`src/hw/rtl/poc_pkg.sv`:
```
// Shared types and constants for the partition offset calculator.
// Depends on nothing; every RTL file of the block refers to it by scoped names.
`default_nettype none

package poc_pkg;

	// Field widths fixed by the port list.
	localparam int FIELD_W = 48;
	localparam int NODE_W  = 4;
	localparam int CFG_W   = 5;

	// Node count after reset.
	localparam logic [CFG_W-1:0] NODE_COUNT_RESET = 5'd1;

	// One input word as it sits in the input register.
	typedef struct packed {
		logic [NODE_W-1:0]  assigned_node;
		logic [FIELD_W-1:0] global_count;
		logic [FIELD_W-1:0] local_count;
		logic [FIELD_W-1:0] scan_sum;
		logic               first_partition;
		logic               last_partition;
	} item_t;

	// One result word as it sits in the output register.
	typedef struct packed {
		logic [FIELD_W-1:0] base_offset;
		logic [FIELD_W-1:0] relative_offset;
		logic [FIELD_W-1:0] absolute_offset;
		logic [FIELD_W-1:0] local_offset;
		logic [FIELD_W-1:0] local_total;
		logic               last_result;
		logic               error_flag;
	} result_t;

	// Write-back to the running sums produced for one word.
	typedef struct packed {
		logic node_wr_en;
		logic node_ok;
	} sum_ctrl_t;

endpackage : poc_pkg

`default_nettype wire

```
`src/hw/rtl/poc_offset_unit.sv`:
```
// Combinational offset arithmetic for one partition word.
// Uses poc_pkg for the word and result types; the running sums live in the top level.
`default_nettype none

module poc_offset_unit #(
	parameter int COUNT_BITS = 48,
	parameter int MAX_NODES  = 16
) (
	input  poc_pkg::item_t                 item,
	input  logic [poc_pkg::CFG_W-1:0]      node_count,
	input  logic [COUNT_BITS-1:0]          node_sum_rd,
	input  logic [COUNT_BITS-1:0]          local_sum_rd,
	output poc_pkg::result_t               result,
	output poc_pkg::sum_ctrl_t             ctrl,
	output logic [COUNT_BITS-1:0]          node_sum_wr,
	output logic [COUNT_BITS-1:0]          local_sum_wr
);

	// Working width that holds both an input field and a running sum.
	localparam int WIDE_W = (COUNT_BITS > poc_pkg::FIELD_W) ? COUNT_BITS : poc_pkg::FIELD_W;
	localparam logic [WIDE_W-1:0] CMAX_WIDE = {WIDE_W{1'b1}} >> (WIDE_W - COUNT_BITS);
	localparam logic [8:0] MAX_NODES_V = 9'(MAX_NODES);

	// Clamp an input field to the sum width; the top bit flags a clamp.
	function automatic logic [COUNT_BITS:0] clamp_in(input logic [poc_pkg::FIELD_W-1:0] v);
		logic [WIDE_W-1:0] ext;
		ext = WIDE_W'(v);
		if (ext > CMAX_WIDE) begin
			clamp_in = {1'b1, {COUNT_BITS{1'b1}}};
		end else begin
			clamp_in = {1'b0, ext[COUNT_BITS-1:0]};
		end
	endfunction

	// Saturating add; the top bit flags a saturation.
	function automatic logic [COUNT_BITS:0] sat_add(input logic [COUNT_BITS-1:0] a,
			input logic [COUNT_BITS-1:0] b);
		logic [COUNT_BITS:0] s;
		s = {1'b0, a} + {1'b0, b};
		if (s[COUNT_BITS]) begin
			sat_add = {1'b1, {COUNT_BITS{1'b1}}};
		end else begin
			sat_add = s;
		end
	endfunction

	// Bring a sum back to the port width.
	function automatic logic [poc_pkg::FIELD_W-1:0] to_field(input logic [COUNT_BITS-1:0] x);
		logic [WIDE_W-1:0] ext;
		ext = WIDE_W'(x);
		to_field = ext[poc_pkg::FIELD_W-1:0];
	endfunction

	logic [COUNT_BITS:0]   gcnt_c, lcnt_c, scan_c;
	logic [COUNT_BITS:0]   node_add, abs_add, loc_add;
	logic [COUNT_BITS-1:0] base, rel, loc, total;
	logic                  node_ok, scan_ok;

	always_comb begin
		gcnt_c = clamp_in(item.global_count);
		lcnt_c = clamp_in(item.local_count);
		scan_c = clamp_in(item.scan_sum);

		// The node must be enabled and have a running sum.
		node_ok = ({1'b0, item.assigned_node} < node_count) &&
			({5'b0, item.assigned_node} < MAX_NODES_V);

		// A first word sees every running sum as zero.
		base = (node_ok && !item.first_partition) ? node_sum_rd : '0;
		loc  = item.first_partition ? '0 : local_sum_rd;

		node_add = sat_add(base, gcnt_c[COUNT_BITS-1:0]);

		scan_ok = scan_c[COUNT_BITS-1:0] >= lcnt_c[COUNT_BITS-1:0];
		rel     = scan_ok ? (scan_c[COUNT_BITS-1:0] - lcnt_c[COUNT_BITS-1:0]) : '0;

		abs_add = sat_add(base, rel);
		loc_add = sat_add(loc, lcnt_c[COUNT_BITS-1:0]);
		total   = item.last_partition ? loc_add[COUNT_BITS-1:0] : '0;

		node_sum_wr  = node_add[COUNT_BITS-1:0];
		local_sum_wr = loc_add[COUNT_BITS-1:0];

		ctrl.node_ok    = node_ok;
		ctrl.node_wr_en = node_ok;

		result.base_offset     = to_field(base);
		result.relative_offset = to_field(rel);
		result.absolute_offset = to_field(abs_add[COUNT_BITS-1:0]);
		result.local_offset    = to_field(loc);
		result.local_total     = to_field(total);
		result.last_result     = item.last_partition;
		result.error_flag      = gcnt_c[COUNT_BITS] | lcnt_c[COUNT_BITS] | scan_c[COUNT_BITS] |
			!node_ok | (node_ok & node_add[COUNT_BITS]) | !scan_ok |
			abs_add[COUNT_BITS] | loc_add[COUNT_BITS];
	end

endmodule : poc_offset_unit

`default_nettype wire

```
`src/hw/rtl/partition_offset_calculator_top.sv`:
```
// Top level of the partition offset calculator: handshakes, running sums, result register.
// Depends on poc_pkg and poc_offset_unit.
//
//   channel | direction | handshake            | payload
//   --------+-----------+----------------------+------------------------------------------
//   in      | sink      | in_valid / in_stall  | assigned_node, counts, scan, first, last
//   out     | source    | out_valid / out_stall| offsets, local_total, last, error
//   cfg     | sink      | cfg_we               | cfg_wdata (node count, 5 bits)
//
// A word goes from input to result through the input register, then the result register.
// One word per cycle is sustained unless the output stalls; the running sums are updated
// as a word leaves the input register, so the next word reads them in the following cycle.
// Reset clears all running sums and sets the node count to one.
// A stall on the output holds the result register and then the input register.
`default_nettype none

module partition_offset_calculator_top #(
	parameter int MAX_NODES  = 16,
	parameter int COUNT_BITS = 48
) (
	input  logic                            clk,
	input  logic                            arst_n,

	input  logic                            cfg_we,
	input  logic [poc_pkg::CFG_W-1:0]       cfg_wdata,

	input  logic                            in_valid,
	output logic                            in_stall,
	input  logic [poc_pkg::NODE_W-1:0]      assigned_node,
	input  logic [poc_pkg::FIELD_W-1:0]     global_count,
	input  logic [poc_pkg::FIELD_W-1:0]     local_count,
	input  logic [poc_pkg::FIELD_W-1:0]     scan_sum,
	input  logic                            first_partition,
	input  logic                            last_partition,

	output logic                            out_valid,
	input  logic                            out_stall,
	output logic [poc_pkg::FIELD_W-1:0]     base_offset,
	output logic [poc_pkg::FIELD_W-1:0]     relative_offset,
	output logic [poc_pkg::FIELD_W-1:0]     absolute_offset,
	output logic [poc_pkg::FIELD_W-1:0]     local_offset,
	output logic [poc_pkg::FIELD_W-1:0]     local_total,
	output logic                            last_result,
	output logic                            error_flag
);

	// Only nodes addressable by the node field need a running sum.
	localparam int SUM_DEPTH = (MAX_NODES < 16) ? MAX_NODES : 16;
	localparam int IDX_W     = (SUM_DEPTH > 1) ? $clog2(SUM_DEPTH) : 1;

	logic [poc_pkg::CFG_W-1:0] node_count_q;
	poc_pkg::item_t            item_s1;
	logic                      valid_s1;
	poc_pkg::result_t          res_q;
	logic                      out_valid_q;
	logic                      advance;

	logic [COUNT_BITS-1:0]     node_sums_q [SUM_DEPTH];
	logic [COUNT_BITS-1:0]     local_sum_q;
	logic [IDX_W-1:0]          node_idx;
	logic [COUNT_BITS-1:0]     node_rd;
	logic [COUNT_BITS-1:0]     node_wr;
	logic [COUNT_BITS-1:0]     local_wr;
	poc_pkg::result_t          res_c;
	poc_pkg::sum_ctrl_t        ctrl;

	// Configuration register.
	always_ff @(posedge clk or negedge arst_n) begin
		if (!arst_n) begin
			node_count_q <= poc_pkg::NODE_COUNT_RESET;
		end else if (cfg_we) begin
			node_count_q <= cfg_wdata;
		end
	end

	// Handshake: the input register moves on whenever the result register is free.
	assign advance  = valid_s1 && (!out_valid_q || !out_stall);
	assign in_stall = valid_s1 && !advance;

	// Input register.
	always_ff @(posedge clk or negedge arst_n) begin
		if (!arst_n) begin
			valid_s1 <= 1'b0;
		end else if (!in_stall) begin
			valid_s1 <= in_valid;
		end
	end

	always_ff @(posedge clk) begin
		if (in_valid && !in_stall) begin
			item_s1.assigned_node   <= assigned_node;
			item_s1.global_count    <= global_count;
			item_s1.local_count     <= local_count;
			item_s1.scan_sum        <= scan_sum;
			item_s1.first_partition <= first_partition;
			item_s1.last_partition  <= last_partition;
		end
	end

	// Read port of the node sums.
	always_comb begin
		node_idx = item_s1.assigned_node[IDX_W-1:0];
		node_rd  = (int'(node_idx) < SUM_DEPTH) ? node_sums_q[node_idx] : '0;
	end

	poc_offset_unit #(
		.COUNT_BITS (COUNT_BITS),
		.MAX_NODES  (MAX_NODES)
	) u_offset (
		.item         (item_s1),
		.node_count   (node_count_q),
		.node_sum_rd  (node_rd),
		.local_sum_rd (local_sum_q),
		.result       (res_c),
		.ctrl         (ctrl),
		.node_sum_wr  (node_wr),
		.local_sum_wr (local_wr)
	);

	// Running sums: a first word clears everything, then its own node is written.
	always_ff @(posedge clk or negedge arst_n) begin
		if (!arst_n) begin
			for (int i = 0; i < SUM_DEPTH; i++) begin
				node_sums_q[i] <= '0;
			end
			local_sum_q <= '0;
		end else if (advance) begin
			for (int i = 0; i < SUM_DEPTH; i++) begin
				if (ctrl.node_wr_en && (node_idx == IDX_W'(i))) begin
					node_sums_q[i] <= node_wr;
				end else if (item_s1.first_partition) begin
					node_sums_q[i] <= '0;
				end
			end
			local_sum_q <= local_wr;
		end
	end

	// Result register.
	always_ff @(posedge clk or negedge arst_n) begin
		if (!arst_n) begin
			out_valid_q <= 1'b0;
		end else if (advance) begin
			out_valid_q <= 1'b1;
		end else if (!out_stall) begin
			out_valid_q <= 1'b0;
		end
	end

	always_ff @(posedge clk) begin
		if (advance) begin
			res_q <= res_c;
		end
	end

	// Output ports.
	assign out_valid       = out_valid_q;
	assign base_offset     = res_q.base_offset;
	assign relative_offset = res_q.relative_offset;
	assign absolute_offset = res_q.absolute_offset;
	assign local_offset    = res_q.local_offset;
	assign local_total     = res_q.local_total;
	assign last_result     = res_q.last_result;
	assign error_flag      = res_q.error_flag;

`ifndef SYNTHESIS
	// The input side only stalls while a word waits in the input register.
	a_stall_needs_word: assert property (@(posedge clk) disable iff (!arst_n)
		in_stall |-> valid_s1)
		else $error("input stalled with an empty input register");

	// A node outside the enabled range always yields an error result.
	a_bad_node_error: assert property (@(posedge clk) disable iff (!arst_n)
		advance && !ctrl.node_ok |=> out_valid && error_flag && (base_offset == '0))
		else $error("bad node did not raise the error flag");

	// A first word starts the local prefix at zero.
	a_first_clears: assert property (@(posedge clk) disable iff (!arst_n)
		advance && item_s1.first_partition |=> out_valid && (local_offset == '0))
		else $error("first word did not clear the local sum");

	// The local total is only reported on the last word.
	a_total_on_last: assert property (@(posedge clk) disable iff (!arst_n)
		out_valid && !last_result |-> (local_total == '0))
		else $error("local total reported on a word that is not last");
`endif

endmodule : partition_offset_calculator_top

`default_nettype wire

```
`config.mk`:
```
export PLATFORM = sky130hd
export DESIGN_NAME = partition_offset_calculator_top
export DESIGN_NICKNAME = d
export VERILOG_FILES = /design/src/hw/rtl/poc_pkg.sv /design/src/hw/rtl/poc_offset_unit.sv /design/src/hw/rtl/partition_offset_calculator_top.sv
export SDC_FILE = /design/constraint.sdc
export NUM_CORES = 2
export LEC_CHECK = 0
export BUFFER_PORTS_ARGS = -buffer_cell sky130_fd_sc_hd__buf_4
export CORE_MARGIN = 1
export CORE_UTILIZATION = 55
export CTS_CLUSTER_DIAMETER = 100
export DETAILED_ROUTE_END_ITERATION = 16
export PLACE_DENSITY = 0.73
export SLEW_MARGIN = 30
export SYNTH_ARGS = -nofsm -noshare
export SYNTH_HDL_FRONTEND = slang
export SYNTH_SLANG_ARGS = --single-unit
```
`constraint.sdc`:
```
create_clock -name clk -period 12 [get_ports clk]
set_input_delay 3 -clock clk [delete_from_list [all_inputs] [get_ports clk]]
set_output_delay 3 -clock clk [all_outputs]
set_load 0.02 [all_outputs]
```
==> summary.md <==
| Metric | Value |
|---|---|
| Starting Density | 55.8% |
| Die area | 113000 sq um |
| Yosys top cell area share | 33.6% |
| Max Transition Viols Final | 0 |
| Synth Area in Compound Gates | 14.4% |
| Mux cell area share after synthesis | 8.90% |
| Clock Tree Buf Depth | 3 |
| Synth Cell Area | 61200 sq um |
| CTS-repair resized insts | 0 |
| Post-CTS setup buffer count | 0 |
| CTS HTree Levels | 4 |
| HP Start | local_sum_q[0] |
| Syn Area/Cell | 10.9 sq um |
| R2R Setup Slk | 3.90 ns |
| Share of cells above drive strength 1 | 17.6% |
| Number of global-route vias before repair | 44200 |
| Synth Area in Adders | 4.06% |
| Die W | 336 um |
| Root Buffer | clkbuf_16 |
| Detailed Route WL | 176000 um |
| Gpl congestion | 0.964 |
| Worst reg2reg path depth | 25 |
| Crit path DAT | 8.52 ns |
| I/O Pins | 404 |
| Largest family of logic cells by synthesized area | compound AO/OA/AOI/OAI gates |
| Peak supply drop | 0.000119 V |
| Most used DFF post-synth | dfrtp_1 |
| Routed Antenna Nets | 0 |
| Asr flop ratio synth | 67.7% |
| Final design utilization | 63.0% |
| Post-Synth Simple-Gate Area | 12.7% |
| Leak Pwr | 0.0299 uW |
| Clock Sinks | 1215 |
| Flip-flop and latch area | 32400 sq um |
| Clock transition at path regs | 0.06 ns |
| Initial detailed-routing violation count | 5101 |
| Fin Clk Skew | 0.0374 ns |
| Most frequent cell after synthesis | o21ai_0 |
| GR Overflow Total | 0 |
| Final min period | 8.10 ns |
| Hold EP | local_sum_q[0] |
| Worst slew pin tran | 1.00 ns |
| Synth-to-Final Area Change | 13.0% |
| Post-DP HPWL | 116000 um |
| Commonest cells in the synthesized netlist | o21ai_0 (850), dfrtp_1 (822), nand3_1 (786) |
| Fin. Hold Viols | 0 |
| FF-to-FF End | absolute_offset[45] |
| Pin count of the biggest net entering global routing | 209 |
| Register area share after synthesis | 52.9% |
| Post-Synthesis Cells | 5617 |
| DR vias | 45900 |
| Multi-input gate area | 26300 sq um |
| Worst-path fanout max | 49 |
| Via density per instance | 6.37 |
| RSZ-0062 raised after global routing | no |
| # port buffers | 403 |
| Unique cell type count in the Yosys netlist | 89 |
| Num CTS Buffers | 131 |
| Skew-Pair Late Insertion Delay | 0.75 ns |
| Startpoint types | flip-flop |
| CORE AREA | 110000 sq um |
| CP endpoint kind | flip-flop |
| Synth Area in XOR/XNOR | 2.48% |
| First-pass GRT wire length | 266000 um |
| Setup Viol. Count Final | 0 |
| Initial antenna violation count | 10 |
| Final worst-path cycle share | 67.5% |
| Drc violations | 0 |
| Synth area leaders | dfrtp_1 (34%), edfxtp_1 (19%), mux4_2 (8.8%) |
| Buf/Inv on CP | 3 |
| CTS tree | built |
| Cell family contributing the most delay on the critical path | compound AO/OA/AOI/OAI gates |
| WL/cell | 24.4 um |
| Crit Path Class | flip-flop to flip-flop |
| Total power draw | 11500 uW |
| GRT Resource Usage Total | 31.0% |
| CP peak stage delay | 0.63 ns |
| Synthesis Warnings | 0 |
| Final net count | 5974 |
| Hold Path Class | flip-flop to flip-flop |
| Number of flops mapped to enable cells by yosys | 392 |
| Max stage delay cell, worst path | edfxtp_1 |
| Critical R2R Launch | item_s1[69] |
| Hold depth | 2 |
| DRT Pass-1 Iters | 6 |
| # fillers | 8566 |
| Max Cap Viol | 0 |
| Fmax achieved | 123 MHz |
| Die Y-Extent | 336 um |
| Mapped Nets | 5973 |
| Hold-fix buffers, CTS | 0 |
| Cell area power density | 166 nW/um^2 |
| Post-synthesis register bit count | 1215 |
| Worst EP required | 12.42 ns |
| Site Rows | 121 |
| Synth area leader | dfrtp_1 |
| Slew headroom | 32.5% |
| Status | complete, no violations |
| Setup TNS | 0 ns |
[layout make-up]
| class | count | area share [%] |
|---|---|---|
| diodes | 5 | 0.0181 |
| inverters | 88 | 0.496 |
| clock buffers | 185 | 5.55 |
| flip-flops and latches | 1215 | 46.8 |
| repair buffers | 475 | 5.50 |
| multi-input cells | 3707 | 38.1 |
| well taps | 1476 | 2.67 |
| clock inverters | 55 | 0.873 |
[state kept, by name (all words and copies together), names as in the netlist]
register / count
valid_s1: 1
local_total: 48
error_flag: 1
item_s1: 146
relative_offset: 48
node_sums_q: 768
local_offset: 48
node_idx: 4
last_result: 1
local_sum_q: 48
out_valid: 1
base_offset: 48
node_count_q: 5
absolute_offset: 48
[per-layer routing]
metal  up-vias  wire (um)  GRT usage (%)
li1      20600          -              -
met1     22900      68800           40.8
met2      2071      85000           50.2
met3       376      14000           5.50
met4         2       7900           14.5
met5         -         13              0
[power breakdown]
| group | internal [uW] | switching, uW | total (uW) |
|---|---|---|---|
| Combinational | 873 | 1490 | 2370 |
| Sequential | 4750 | 215 | 4960 |
| Clock | 2440 | 1700 | 4140 |
[layout by cell type, fill, tap and decap left out, drive strengths merged, types with 33 or more instances in the layout]
master,instances
a22oi,33
xnor2,100
a31oi,55
buf,475
clkbuf,185
a21boi,50
a21o,101
inv,94
nand4,50
clkinv,35
ha,192
nand2,234
dfrtp,822
nand3,788
o21ai,866
o21bai,36
nor2,240
edfxtp,392
a21oi,217
xor2,73
nor2b,132
mux4,240
[cells by family (layout without fill, tap and decap cells)]
| group | after synthesis | count (layout) |
|---|---|---|
| and+or+nand+nor | 1584 | 1584 |
| AOI/OAI and AO/OA | 1510 | 1510 |
| DFF | 1215 | 1215 |
| buffers and inverters | 695 | 803 |
| muxes | 244 | 244 |
| adders and majority gates | 196 | 196 |
| xor gates and xnor gates | 173 | 173 |
| other | 0 | 5 |
[tightest hold or removal path, cell delays in order, from the launching register on]
cell and delay [ns]:
dfrtp_1 0.34, nand2_1 0.04, o21ai_0 0.06
[per-stage QoR]
step,hold slack (ns),cells,cell area (sq um),setup WS [ns]
finish,0.473,7206,69100,3.90
global route,0.493,7205,69100,3.44
CTS,0.476,7194,68800,3.92
detailed placement,0.463,6954,64400,3.92
global placement,0.454,6953,64400,3.55
floorplan,0.442,5617,61200,0.987
[how the worst max path moves through the flow]
stage | startpoint | endpoint | slack (ns) | depth (start not counted)
2_1_floorplan | out_stall | absolute_offset[0] | 0.99 | 5
4_1_cts | item_s1[77] | absolute_offset[45] | 3.92 | 26
6_report | item_s1[69] | absolute_offset[45] | 3.90 | 25
3_3_place_gp | item_s1[77] | absolute_offset[45] | 3.55 | 26
5_1_grt | item_s1[77] | absolute_offset[45] | 3.44 | 26
3_5_place_dp | item_s1[77] | absolute_offset[45] | 3.92 | 26
Note: power is estimated with default switching activity, not from simulation.
